## src/rtl/aavr_pkg.sv

```systemverilog
// Shared types, constants and the arctangent table for the axis-angle rotator.
// No dependencies; every other RTL file but aavr_if refers to it by scoped names.
`default_nettype none

package aavr_pkg;

    localparam int CORDIC_STEPS_DEF = 24;
    localparam int SQRT_BITS        = 32;   // bits of the integer square root
    localparam int QUOT_BITS        = 31;   // quotient bits of the unit-axis divide
    localparam int CW               = 34;   // CORDIC datapath width

    localparam logic signed [CW-1:0] CORDIC_GAIN = 34'sd652032874;

    typedef struct packed {
        logic signed [31:0] axis_x;
        logic signed [31:0] axis_y;
        logic signed [31:0] axis_z;
        logic        [31:0] angle;
        logic signed [31:0] vec_x;
        logic signed [31:0] vec_y;
        logic signed [31:0] vec_z;
    } t_item;

    // Carried along the whole chain next to the working data.
    typedef struct packed {
        logic signed [31:0] vec_x;
        logic signed [31:0] vec_y;
        logic signed [31:0] vec_z;
        logic        [31:0] angle;
        logic        [2:0]  neg;
        logic               zero;
    } t_side;

    typedef struct packed {
        t_side                side;
        logic [2:0][31:0]     mag;
        logic [63:0]          rem;
        logic [SQRT_BITS-1:0] root;
    } t_sqrt;

    typedef struct packed {
        t_side                     side;
        logic [31:0]               den;
        logic [2:0][31:0]          mag;
        logic [2:0][31:0]          rem;
        logic [2:0][QUOT_BITS-1:0] quo;
    } t_div;

    typedef struct packed {
        t_side              side;
        logic [2:0][31:0]   w;
        logic               flip;
        logic signed [CW-1:0] x;
        logic signed [CW-1:0] y;
        logic signed [CW-1:0] z;
    } t_cor;

    typedef struct packed {
        logic signed [31:0] rot_x;
        logic signed [31:0] rot_y;
        logic signed [31:0] rot_z;
        logic               axis_zero;
    } t_res;

    // arctan(2^-i) in binary-angle units, 2^32 per turn
    function automatic logic [31:0] atan_lut(input logic [4:0] idx);
        logic [31:0] v;
        case (idx)
            5'd0:    v = 32'd536870912;
            5'd1:    v = 32'd316933406;
            5'd2:    v = 32'd167458907;
            5'd3:    v = 32'd85004756;
            5'd4:    v = 32'd42667331;
            5'd5:    v = 32'd21354465;
            5'd6:    v = 32'd10679838;
            5'd7:    v = 32'd5340245;
            5'd8:    v = 32'd2670163;
            5'd9:    v = 32'd1335087;
            5'd10:   v = 32'd667544;
            5'd11:   v = 32'd333772;
            5'd12:   v = 32'd166886;
            5'd13:   v = 32'd83443;
            5'd14:   v = 32'd41722;
            5'd15:   v = 32'd20861;
            5'd16:   v = 32'd10430;
            5'd17:   v = 32'd5215;
            5'd18:   v = 32'd2608;
            5'd19:   v = 32'd1304;
            5'd20:   v = 32'd652;
            5'd21:   v = 32'd326;
            5'd22:   v = 32'd163;
            5'd23:   v = 32'd81;
            5'd24:   v = 32'd41;
            5'd25:   v = 32'd20;
            5'd26:   v = 32'd10;
            5'd27:   v = 32'd5;
            5'd28:   v = 32'd3;
            5'd29:   v = 32'd1;
            5'd30:   v = 32'd1;
            default: v = 32'd0;
        endcase
        return v;
    endfunction

endpackage

`default_nettype wire

```

## src/rtl/aavr_div_cell.sv

```systemverilog
// One cell of the restoring divider chain: one quotient bit for each axis lane.
// Depends on aavr_pkg.
`default_nettype none

module aavr_div_cell #(
    parameter bit FIRST = 1'b0
) (
    input  wire logic          i_clk,
    input  wire logic          i_rst_n,
    input  wire logic          i_en,
    input  wire logic          i_valid,
    input  wire aavr_pkg::t_div i_data,
    output logic               o_valid,
    output aavr_pkg::t_div     o_data
);

    logic             r_valid;
    aavr_pkg::t_div   r_data;
    aavr_pkg::t_div   n_data;
    logic [32:0]      r2 [3];
    logic             qb [3];

    always_comb begin
        n_data = i_data;
        for (int i = 0; i < 3; i++) begin
            r2[i] = FIRST ? {1'b0, i_data.mag[i]} : {i_data.rem[i], 1'b0};
            qb[i] = (r2[i] >= {1'b0, i_data.den});
            n_data.rem[i] = qb[i] ? 32'(r2[i] - {1'b0, i_data.den}) : r2[i][31:0];
            n_data.quo[i] = {i_data.quo[i][aavr_pkg::QUOT_BITS-2:0], qb[i]};
        end
    end

    always_ff @(posedge i_clk) begin
        if (!i_rst_n) begin
            r_valid <= 1'b0;
        end else if (i_en) begin
            r_valid <= i_valid;
        end
    end

    always_ff @(posedge i_clk) begin
        if (i_en) r_data <= n_data;
    end

    assign o_valid = r_valid;
    assign o_data  = r_data;

endmodule

`default_nettype wire

```

## config.mk

```make
export PLATFORM = sky130hd
export DESIGN_NAME = aavr_div_cell
export DESIGN_NICKNAME = d
export VERILOG_FILES = /design/src/rtl/aavr_pkg.sv /design/src/rtl/aavr_div_cell.sv
export SDC_FILE = /design/constraint.sdc
export NUM_CORES = 1
export LEC_CHECK = 0
export ABC_AREA = 1
export BUFFER_PORTS_ARGS = -buffer_cell sky130_fd_sc_hd__buf_2
export CAP_MARGIN = 10
export CORE_AREA = 2 2 354 356
export CTS_CLUSTER_DIAMETER = 100
export CTS_CLUSTER_SIZE = 30
export DETAILED_ROUTE_END_ITERATION = 7
export DIE_AREA = 0 0 356 358
export GPL_ROUTABILITY_DRIVEN = 0
export PLACE_DENSITY = 0.36
export SYNTH_ARGS = -nofsm -noshare
export SYNTH_HDL_FRONTEND = slang
export SYNTH_SLANG_ARGS = --single-unit
```

## constraint.sdc

```tcl
create_clock -name i_clk -period 4.8 [get_ports i_clk]
set_input_delay 1.44 -clock i_clk [delete_from_list [all_inputs] [get_ports i_clk]]
set_output_delay 1.44 -clock i_clk [all_outputs]
set_load 0.01 [all_outputs]
```

==> results.sh <==
export IMPL_reg2reg_from="o_valid"
export IMPL_syn_inst=2342
export IMPL_drive_above_1_share_pct=32.1
export IMPL_end_kind="register"
export IMPL_synth_net_count=2894
export IMPL_tightest_slew_ps=592
export IMPL_path_max_fanout=33
export IMPL_cts_root_buf="clkbuf_16"
export IMPL_irDropWorstVdd_v=0.000251
export IMPL_clk_pin_slew_ps=120
export IMPL_syn_to_final_growth_pct=35.2
export IMPL_wl_per_cell_um=25.7
export IMPL_numCtsBuffers=34
export IMPL_status="complete, no violations"
export IMPL_die_w_um=356
export IMPL_netlist_area_um2=22800
export IMPL_core_area_um2=123000
export IMPL_num_nets_final=3830
export IMPL_via_count=19500
export IMPL_dr_pass1_iters=7
export IMPL_synth_cell_types=30
export IMPL_hold_violations=0
export IMPL_startpoint="i_data[306]"
export IMPL_async_reset_ff_share_pct=0
export IMPL_portBuffers=899
export IMPL_reg2reg_slack_ps=4170
export IMPL_grt_usage_pct=19.2
export IMPL_synth_avg_cell_area_um2=9.73
export IMPL_finClkSkew_ps=0
export IMPL_drc=0
export IMPL_crit_type="in -> reg"
export IMPL_relSlewSlack_pct=60.6
export IMPL_drt_total_wl_mm=127
export IMPL_placementRows=129
export IMPL_clock_latency_ps=640
export IMPL_required_ps=5160
export IMPL_grt_setup_unrepaired="no"
export IMPL_ios=903
export IMPL_finalSetupTns_ps=0
export IMPL_grt_pass1_wl_mm=165
export IMPL_ys_warn_count=0
export IMPL_synth_main_ff_cell="edfxtp_1"
export IMPL_fin_crit_ps=3580
export IMPL_cts_resized=0
export IMPL_clockBufferDepth=3
export IMPL_ant_nets=0
export IMPL_grt_pass1_vias=19300
export IMPL_h_tree_depth=2
export IMPL_synth_ff_latch_count=450
export IMPL_antenna_found_initial=74
export IMPL_ctsHoldBuffers=0
export IMPL_worstSetupStartpointType="input pin"
export IMPL_drv_slew=0
export IMPL_arrival_ps=3940
export IMPL_die_area_um2=127000
export IMPL_hold_start="o_valid"
export IMPL_overflow=0
export IMPL_ys_seq_area_share_pct=59.2
export IMPL_fp_dieH_um=358
export IMPL_start_util_pct=18.5
export IMPL_hpwl_mm=108
export IMPL_fillers=13700
export IMPL_power_leakage_nw=14.9
export IMPL_synth_edf_count=449
export IMPL_vias_per_cell=3.95
export IMPL_dp_slack_ps=503
export IMPL_post_route_period_util_pct=74.6
export IMPL_cts_tree="done"
export IMPL_cap_violations=0
export IMPL_fmax_mhz=279
export IMPL_setup_violations=0
export IMPL_instances_no_fill=4950
export IMPL_post_place_cells=4879
export IMPL_p_per_area_nw_per_um2=349
export IMPL_setup_ws_ps=1220
export IMPL_grt_max_degree=76
export IMPL_hold_class="reg -> reg"
export IMPL_p_total_mw=10.8
export IMPL_drtIter0Drc=1291
export IMPL_clock_sinks=450
export IMPL_cts_setup_buffers=0
## per-layer routing
metal  vias up  wire length (um)  track usage (%)
li1       9496                 -                -
met1      9148             46500             21.2
met2       685             65100             34.8
met3       156             13300             7.34
met4        46              2320             4.03
met5         -               282                0
## cell usage in the layout (no fill, tap or decap), types with 6 or more instances in the layout
cell type	count
edfxtp_1	449
nand2_2	9
and2_1	24
nor3_1	21
buf_12	8
nand3b_1	29
xor2_1	39
nand4_1	10
nor2_1	105
inv_16	7
nand2_1	832
clkinv_16	6
diode_2	10
nand3_1	161
nor3_2	6
a21oi_1	67
nor2_2	9
inv_1	385
o21bai_1	6
clkbuf_16	35
ha_1	96
buf_2	898
nand3_2	39
buf_4	24
## synth_stat cells (2+ instances only)
cell	n	share of area, %
a21o_1	3	0.099
a21oi_1	67	1.5
and2_1	24	0.66
buf_12	3	0.26
buf_2	20	0.44
buf_4	2	0.066
buf_6	6	0.30
edfxtp_1	449	59
fa_1	3	0.26
ha_1	96	5.3
inv_1	385	6.3
nand2_1	832	14
nand2_2	9	0.25
nand2_4	3	0.15
nand2_8	3	0.26
nand3_1	161	3.5
nand3_2	39	1.7
nand3b_1	29	0.96
nand4_1	10	0.27
nor2_1	105	1.7
nor2_2	9	0.25
nor2_4	3	0.15
nor3_1	21	0.46
nor3_2	6	0.26
o21ai_0	4	0.088
o21bai_1	6	0.20
xnor2_1	3	0.12
xor2_1	39	1.5
## through the flow
stage          util, %  hold slack [ps]  cell area, um2
4_1_cts           25.0              557           30800
3_5_place_dp      23.9              525           29500
3_3_place_gp      23.9              526           29500
5_1_grt           25.0              574           30800
2_1_floorplan        -              555           22800
6_report          25.0              554           30800
## final timing paths
path	to	cells after the start
setup / recovery	o_data[181]	13
hold / removal	o_valid	2
setup reg to reg	o_valid	2
hold reg to reg	o_valid	2
## registers in the layout, summed over array words and instances (netlist names)
signal	flops
o_data	449
o_valid	1
## cell type report
| cell class | count | area, um2 | area share [%] |
|---|---|---|---|
| multi-input combinational | 1475 | 7600 | 24.7 |
| inverter | 386 | 1450 | 4.70 |
| tap | 1637 | 2050 | 6.64 |
| clock inverter | 22 | 460 | 1.49 |
| antenna | 10 | 25.0 | 0.0812 |
| clock buffer | 39 | 891 | 2.89 |
| timing repair buffer | 931 | 4850 | 15.7 |
| sequential | 450 | 13500 | 43.8 |
## critical path, cell delays in order
cell and delay (ps):
buf_2 110, inv_1 420, ha_1 430, nand2_1 150, nor2_1 90, nand2_1 100, nor2_1 70, nand2_1 80
nand2_1 80, nor2_4 360, nand2_8 270, nand3_2 210, nand2_1 70
## where the power goes
group          internal, mW  switching, mW
clock network          1.59           1.94
registers              4.76          0.115
logic                 0.774           1.59
## cells by family after synthesis
| kind of cell | after synthesis | synth area share (%) |
|---|---|---|
| flip-flops | 450 | 59.2 |
| AND/OR/NAND/NOR | 1254 | 24.3 |
| buffers and inverters | 417 | 7.42 |
| adder cells (fa/ha/maj) | 99 | 5.53 |
| AO/OA/AOI/OAI | 80 | 1.86 |
| XOR/XNOR | 42 | 1.61 |
(Power assumes the default switching activity.)
