`config.mk`:
```
export PLATFORM = sky130hd
export DESIGN_NAME = aavr_cordic_cell
export DESIGN_NICKNAME = d
export VERILOG_FILES = /design/src/rtl/aavr_pkg.sv /design/src/rtl/aavr_cordic_cell.sv
export SDC_FILE = /design/constraint.sdc
export NUM_CORES = 1
export LEC_CHECK = 0
export ABC_AREA = 1
export BUFFER_PORTS_ARGS = -buffer_cell sky130_fd_sc_hd__buf_4
export CAP_MARGIN = 40
export CORE_AREA = 2 2 260 262
export DETAILED_ROUTE_END_ITERATION = 16
export DIE_AREA = 0 0 262 264
export PLACE_DENSITY = 0.49
export SLEW_MARGIN = 30
export SYNTH_ARGS = -nofsm -noshare
export SYNTH_HDL_FRONTEND = slang
export SYNTH_SLANG_ARGS = --single-unit
```
`constraint.sdc`:
```
create_clock -name i_clk -period 2.6 [get_ports i_clk]
set_clock_uncertainty 0.15 [all_clocks]
set_input_delay 0.26 -clock i_clk [delete_from_list [all_inputs] [get_ports i_clk]]
set_output_delay 0.26 -clock i_clk [all_outputs]
set_load 0.01 [all_outputs]
```
`src/rtl/aavr_pkg.sv`:
```
// Shared types, constants and the arctangent table for the axis-angle rotator.
// No dependencies; every other RTL file but aavr_if refers to it by scoped names.
`default_nettype none

package aavr_pkg;

    localparam int CORDIC_STEPS_DEF = 24;
    localparam int SQRT_BITS        = 32;   // bits of the integer square root
    localparam int QUOT_BITS        = 31;   // quotient bits of the unit-axis divide
    localparam int CW               = 34;   // CORDIC datapath width

    localparam logic signed [CW-1:0] CORDIC_GAIN = 34'sd652032874;

    typedef struct packed {
        logic signed [31:0] axis_x;
        logic signed [31:0] axis_y;
        logic signed [31:0] axis_z;
        logic        [31:0] angle;
        logic signed [31:0] vec_x;
        logic signed [31:0] vec_y;
        logic signed [31:0] vec_z;
    } t_item;

    // Carried along the whole chain next to the working data.
    typedef struct packed {
        logic signed [31:0] vec_x;
        logic signed [31:0] vec_y;
        logic signed [31:0] vec_z;
        logic        [31:0] angle;
        logic        [2:0]  neg;
        logic               zero;
    } t_side;

    typedef struct packed {
        t_side                side;
        logic [2:0][31:0]     mag;
        logic [63:0]          rem;
        logic [SQRT_BITS-1:0] root;
    } t_sqrt;

    typedef struct packed {
        t_side                     side;
        logic [31:0]               den;
        logic [2:0][31:0]          mag;
        logic [2:0][31:0]          rem;
        logic [2:0][QUOT_BITS-1:0] quo;
    } t_div;

    typedef struct packed {
        t_side              side;
        logic [2:0][31:0]   w;
        logic               flip;
        logic signed [CW-1:0] x;
        logic signed [CW-1:0] y;
        logic signed [CW-1:0] z;
    } t_cor;

    typedef struct packed {
        logic signed [31:0] rot_x;
        logic signed [31:0] rot_y;
        logic signed [31:0] rot_z;
        logic               axis_zero;
    } t_res;

    // arctan(2^-i) in binary-angle units, 2^32 per turn
    function automatic logic [31:0] atan_lut(input logic [4:0] idx);
        logic [31:0] v;
        case (idx)
            5'd0:    v = 32'd536870912;
            5'd1:    v = 32'd316933406;
            5'd2:    v = 32'd167458907;
            5'd3:    v = 32'd85004756;
            5'd4:    v = 32'd42667331;
            5'd5:    v = 32'd21354465;
            5'd6:    v = 32'd10679838;
            5'd7:    v = 32'd5340245;
            5'd8:    v = 32'd2670163;
            5'd9:    v = 32'd1335087;
            5'd10:   v = 32'd667544;
            5'd11:   v = 32'd333772;
            5'd12:   v = 32'd166886;
            5'd13:   v = 32'd83443;
            5'd14:   v = 32'd41722;
            5'd15:   v = 32'd20861;
            5'd16:   v = 32'd10430;
            5'd17:   v = 32'd5215;
            5'd18:   v = 32'd2608;
            5'd19:   v = 32'd1304;
            5'd20:   v = 32'd652;
            5'd21:   v = 32'd326;
            5'd22:   v = 32'd163;
            5'd23:   v = 32'd81;
            5'd24:   v = 32'd41;
            5'd25:   v = 32'd20;
            5'd26:   v = 32'd10;
            5'd27:   v = 32'd5;
            5'd28:   v = 32'd3;
            5'd29:   v = 32'd1;
            5'd30:   v = 32'd1;
            default: v = 32'd0;
        endcase
        return v;
    endfunction

endpackage

`default_nettype wire

```
`src/rtl/aavr_cordic_cell.sv`:
```
// One rotation-mode CORDIC iteration.
// Depends on aavr_pkg.
`default_nettype none

module aavr_cordic_cell #(
    parameter int STEP = 0
) (
    input  wire logic          i_clk,
    input  wire logic          i_rst_n,
    input  wire logic          i_en,
    input  wire logic          i_valid,
    input  wire aavr_pkg::t_cor i_data,
    output logic               o_valid,
    output aavr_pkg::t_cor     o_data
);

    logic                             r_valid;
    aavr_pkg::t_cor                   r_data;
    aavr_pkg::t_cor                   n_data;
    logic signed [aavr_pkg::CW-1:0]   dx;
    logic signed [aavr_pkg::CW-1:0]   dy;
    logic signed [aavr_pkg::CW-1:0]   ang;

    always_comb begin
        dx     = i_data.y >>> STEP;
        dy     = i_data.x >>> STEP;
        ang    = $signed({2'b00, aavr_pkg::atan_lut(5'(STEP))});
        n_data = i_data;
        if (!i_data.z[aavr_pkg::CW-1]) begin
            n_data.x = i_data.x - dx;
            n_data.y = i_data.y + dy;
            n_data.z = i_data.z - ang;
        end else begin
            n_data.x = i_data.x + dx;
            n_data.y = i_data.y - dy;
            n_data.z = i_data.z + ang;
        end
    end

    always_ff @(posedge i_clk) begin
        if (!i_rst_n) begin
            r_valid <= 1'b0;
        end else if (i_en) begin
            r_valid <= i_valid;
        end
    end

    always_ff @(posedge i_clk) begin
        if (i_en) r_data <= n_data;
    end

    assign o_valid = r_valid;
    assign o_data  = r_data;

endmodule

`default_nettype wire

```
==> impl_metrics.ini <==
[timing]
finalWorstSetupSlack_ns = 0.0625
tightestPinTransition_ns = 0.685
setup_viol = 0
final_hold_viol_count = 0
fin_crit_sh_pct = 97.6
timing.fmax_mhz = 394
drv_slew = 0
min_period_ns = 2.54
relSlewSlack_pct = 54.2

[clock_tree]
clk_pin_slew_ns = 0.07
cts_buffers = 41
cts_max_path_buffers = 3
root_buffer = clkbuf_16
clock_latency_ns = 0.58
cts_tree = done
htree_num_levels = 2
postCtsSetupBuffers = 0
cts.sinks = 331

[place]
postPlaceCellArea_sq_um = 25400
dp_cells = 3534
place_congestion = 0.940
port_buffers = 666
pre_cts_ws_ns = -0.183
dp_hpwl_mm = 77.5

[finish]
final_nets = 3411
finalInstanceArea_sq_um = 29500
fin_cells = 3882
nFillCells = 6516
synthToLayoutAreaGrowth_pct = 71.4
drive_gt1_share_pct = 35.1
multiInputGateArea_sq_um = 6230
regArea_sq_um = 9930

[logic_synthesis]
ys_async_sr_fraction_pct = 0
synth-compound-area-share_pct = 8.45
ys_seq_area_share_pct = 57.8
yosysWarnings = 0
synth_mux_area_share_pct = 0.0582
synth_ff_type = edfxtp_1
synth_fa_ha_area_share_pct = 7.89
synth_top_family_by_area = simple AND/OR/NAND/NOR gates
synth_cell_type_count = 44
synthSimpleGateAreaFrac_pct = 18.2
synth-seq-cells = 331
synth.avg_cell_area_sq_um = 9.88
synth_fp_nets = 2180
synth_edf_count = 330
syn-cell-area_sq_um = 17200
syn_inst = 1739
synth_xor_area_share_pct = 1.48

[hold_path]
min_path_type = primary input to register

[global_routing]
gr-total-overflow = 0
grt_first_pass_wirelength_mm = 131
first_global_vias = 18300
grt_max_degree = 62
antenna_found_initial = 16
grtUsageTotal_pct = 26.6

[power_and_ir_drop]
vdd.ir_drop.worst_uv = 423
power_uw = 17400
intPower_uw = 12100
switchingPower_uw = 5280
p_per_area_nw_per_um2 = 591
p_leak_uw = 0.0137
sw_frac_of_total_pct = 30.3
clkPwrFrac_pct = 34.7
combPwrFrac_pct = 26.7
pwr-share-seq_pct = 38.6

[critical_path]
worstPathRequired_ns = 2.79
crit_path_top_delay_cell = dlygate4sd3_1
critPathMaxStageDelay_ns = 0.54
endpoint_kind = register
crit_path_max_fanout = 4
crit_arrival_ns = 2.73
worstPathCellList = dlygate4sd3_1 -> buf_4 -> ha_1 -> fa_1 -> o21ai_2 -> nand2_1 -> nand2_1 -> nand2_1 -> nand2_1 -> nand2_1 -> nand2_1 -> nand2_1 -> nand3_1 -> nand2_1
cpMostUsedCell = nand2_1
crit_type = primary input to register
critPathLaunchType = primary input

[detailed_routing]
ant_nets = 0
num_vias = 17800
first_pass_iters = 7
drt_iter0_markers = 1394
routed_via_density = 4.58
wl_mm = 95.3
wire_per_inst_um = 24.5
drc_errors = 0

[flow_run]
cap_violations = 0

[die]
rows = 95
die_area_sq_um = 69200
num_io_pins = 667
coreArea_sq_um = 66600
initial_core_util_pct = 25.8
dieWidth_um = 262
die_h_um = 264

[run_status]
outcome = complete, no violations
cell type report:
cell class | count | share of cell area [%]
timing repair buffer | 1231 | 34.0
sequential | 331 | 33.7
multi-input combinational | 1154 | 21.1
tap | 873 | 3.71
clock buffer | 52 | 3.69
inverter | 211 | 2.69
clock inverter | 22 | 1.02
antenna | 8 | 0.0679
cell usage after synthesis, types with 2 or more instances:
| library cell | number | area share [%] |
|---|---|---|
| clkbuf_1 | 8 | 0.17 |
| inv_2 | 3 | 0.066 |
| nor3_2 | 2 | 0.12 |
| buf_1 | 2 | 0.044 |
| nand3_2 | 2 | 0.12 |
| fa_1 | 4 | 0.47 |
| nor3_1 | 12 | 0.35 |
| nor4_1 | 3 | 0.11 |
| o21bai_1 | 9 | 0.39 |
| nand2_2 | 3 | 0.11 |
| ha_1 | 102 | 7.4 |
| or2_2 | 4 | 0.15 |
| nand3b_1 | 2 | 0.087 |
| a21o_1 | 11 | 0.48 |
| nand4_1 | 12 | 0.44 |
| o21ai_0 | 83 | 2.4 |
| o211ai_1 | 6 | 0.26 |
| inv_1 | 207 | 4.5 |
| a21boi_0 | 4 | 0.17 |
| buf_4 | 22 | 0.96 |
| o31ai_1 | 4 | 0.17 |
| a21oi_1 | 131 | 3.8 |
| nand2_1 | 412 | 9.0 |
| nor2_2 | 3 | 0.11 |
| or2_1 | 3 | 0.11 |
| buf_2 | 11 | 0.32 |
| nand3_1 | 148 | 4.3 |
| o21ai_1 | 10 | 0.29 |
| xor2_1 | 28 | 1.4 |
| a31oi_1 | 3 | 0.11 |
| o21a_1 | 2 | 0.087 |
| nor2_1 | 139 | 3.0 |
| o22ai_1 | 4 | 0.15 |
| edfxtp_1 | 330 | 58 |
cell usage in the layout, fill, tap and decap left out, types with 3 or more instances in the layout:
cell type	count
o21ai_0	83
clkinv_4	3
nor3_1	12
diode_2	8
clkbuf_1	9
or2_1	3
clkinv_2	5
clkbuf_16	41
nand4_1	12
inv_1	207
a21oi_1	131
a21o_1	11
o21bai_1	9
buf_12	8
nor4_1	3
a21boi_0	4
nor2_2	3
nand2_2	5
nor2_1	139
o21ai_1	8
nand2_1	410
buf_4	956
nand3_1	148
inv_2	3
o211ai_1	6
or2_2	4
clkinv_1	4
bufinv_16	5
ha_1	102
o31ai_1	4
a31oi_1	3
xor2_1	28
o22ai_1	4
dlygate4sd3_1	266
fa_1	3
edfxtp_1	330
power by group through the flow:
stage | sequential [uW] | clock [uW] | combinational, uW
final | 6720 | 6050 | 4650
after global routing | 6750 | 6370 | 4980
after CTS | 6710 | 6170 | 4650
after detailed placement | 6800 | 0 | 4250
after global placement | 6820 | 0 | 4250
after floorplan | 6970 | 0 | 1290
flip-flops by register name, summed over array words and instances, names as in the netlist:
signal	count
o_valid	1
o_data	330
stage by stage:
stage                     hold WS [ns]  util [%]  setup TNS, ns
after floorplan                  0.203         -              0
after CTS                      0.00284      44.2              0
after global placement           0.289      38.1          -2.32
after global routing            0.0557      44.3       -0.00799
after detailed placement         0.289      38.1          -2.11
final                           0.0490      44.3              0
final timing paths:
check	startpoint	slack [ns]	cells past startpoint	to
setup / recovery	i_data[68]	0.06	14	o_data[66]
hold / removal	i_data[69]	0.05	3	o_data[35]
setup reg to reg	o_valid	1.20	3	o_valid
hold reg to reg	o_valid	1.02	3	o_valid
layer usage:
layer	global-route usage [%]	part of all wire, %	vias to the layer above
met5	0	0.048	-
met4	10.0	4.0	6
met3	5.18	6.7	147
met2	45.1	48	699
met1	33.2	41	8571
li1	-	-	8361
worst max-delay path, delay by kind of cell:
kind,cells,cell delay [ns]
AOI/OAI and AO/OA,1,0.25
and+or+nand+nor,9,0.83
buffers and inverters,2,0.69
adders and majority gates,2,0.69
kinds of logic after synthesis:
kind of cell	Yosys count
AO/OA/AOI/OAI	269
XOR/XNOR	29
adder cells (fa/ha/maj)	106
buffers and inverters	254
flip-flops	331
multiplexers	1
AND/OR/NAND/NOR	749
what timing repair did:
item | 4_1_cts | 5_1_grt
endpoints found under the setup margin | 0 | 13
hold endpoints to repair | 271 | 0
hold buffers | 266 | 0
gates resized for setup | 0 | 6
(Power assumes the default switching activity.)
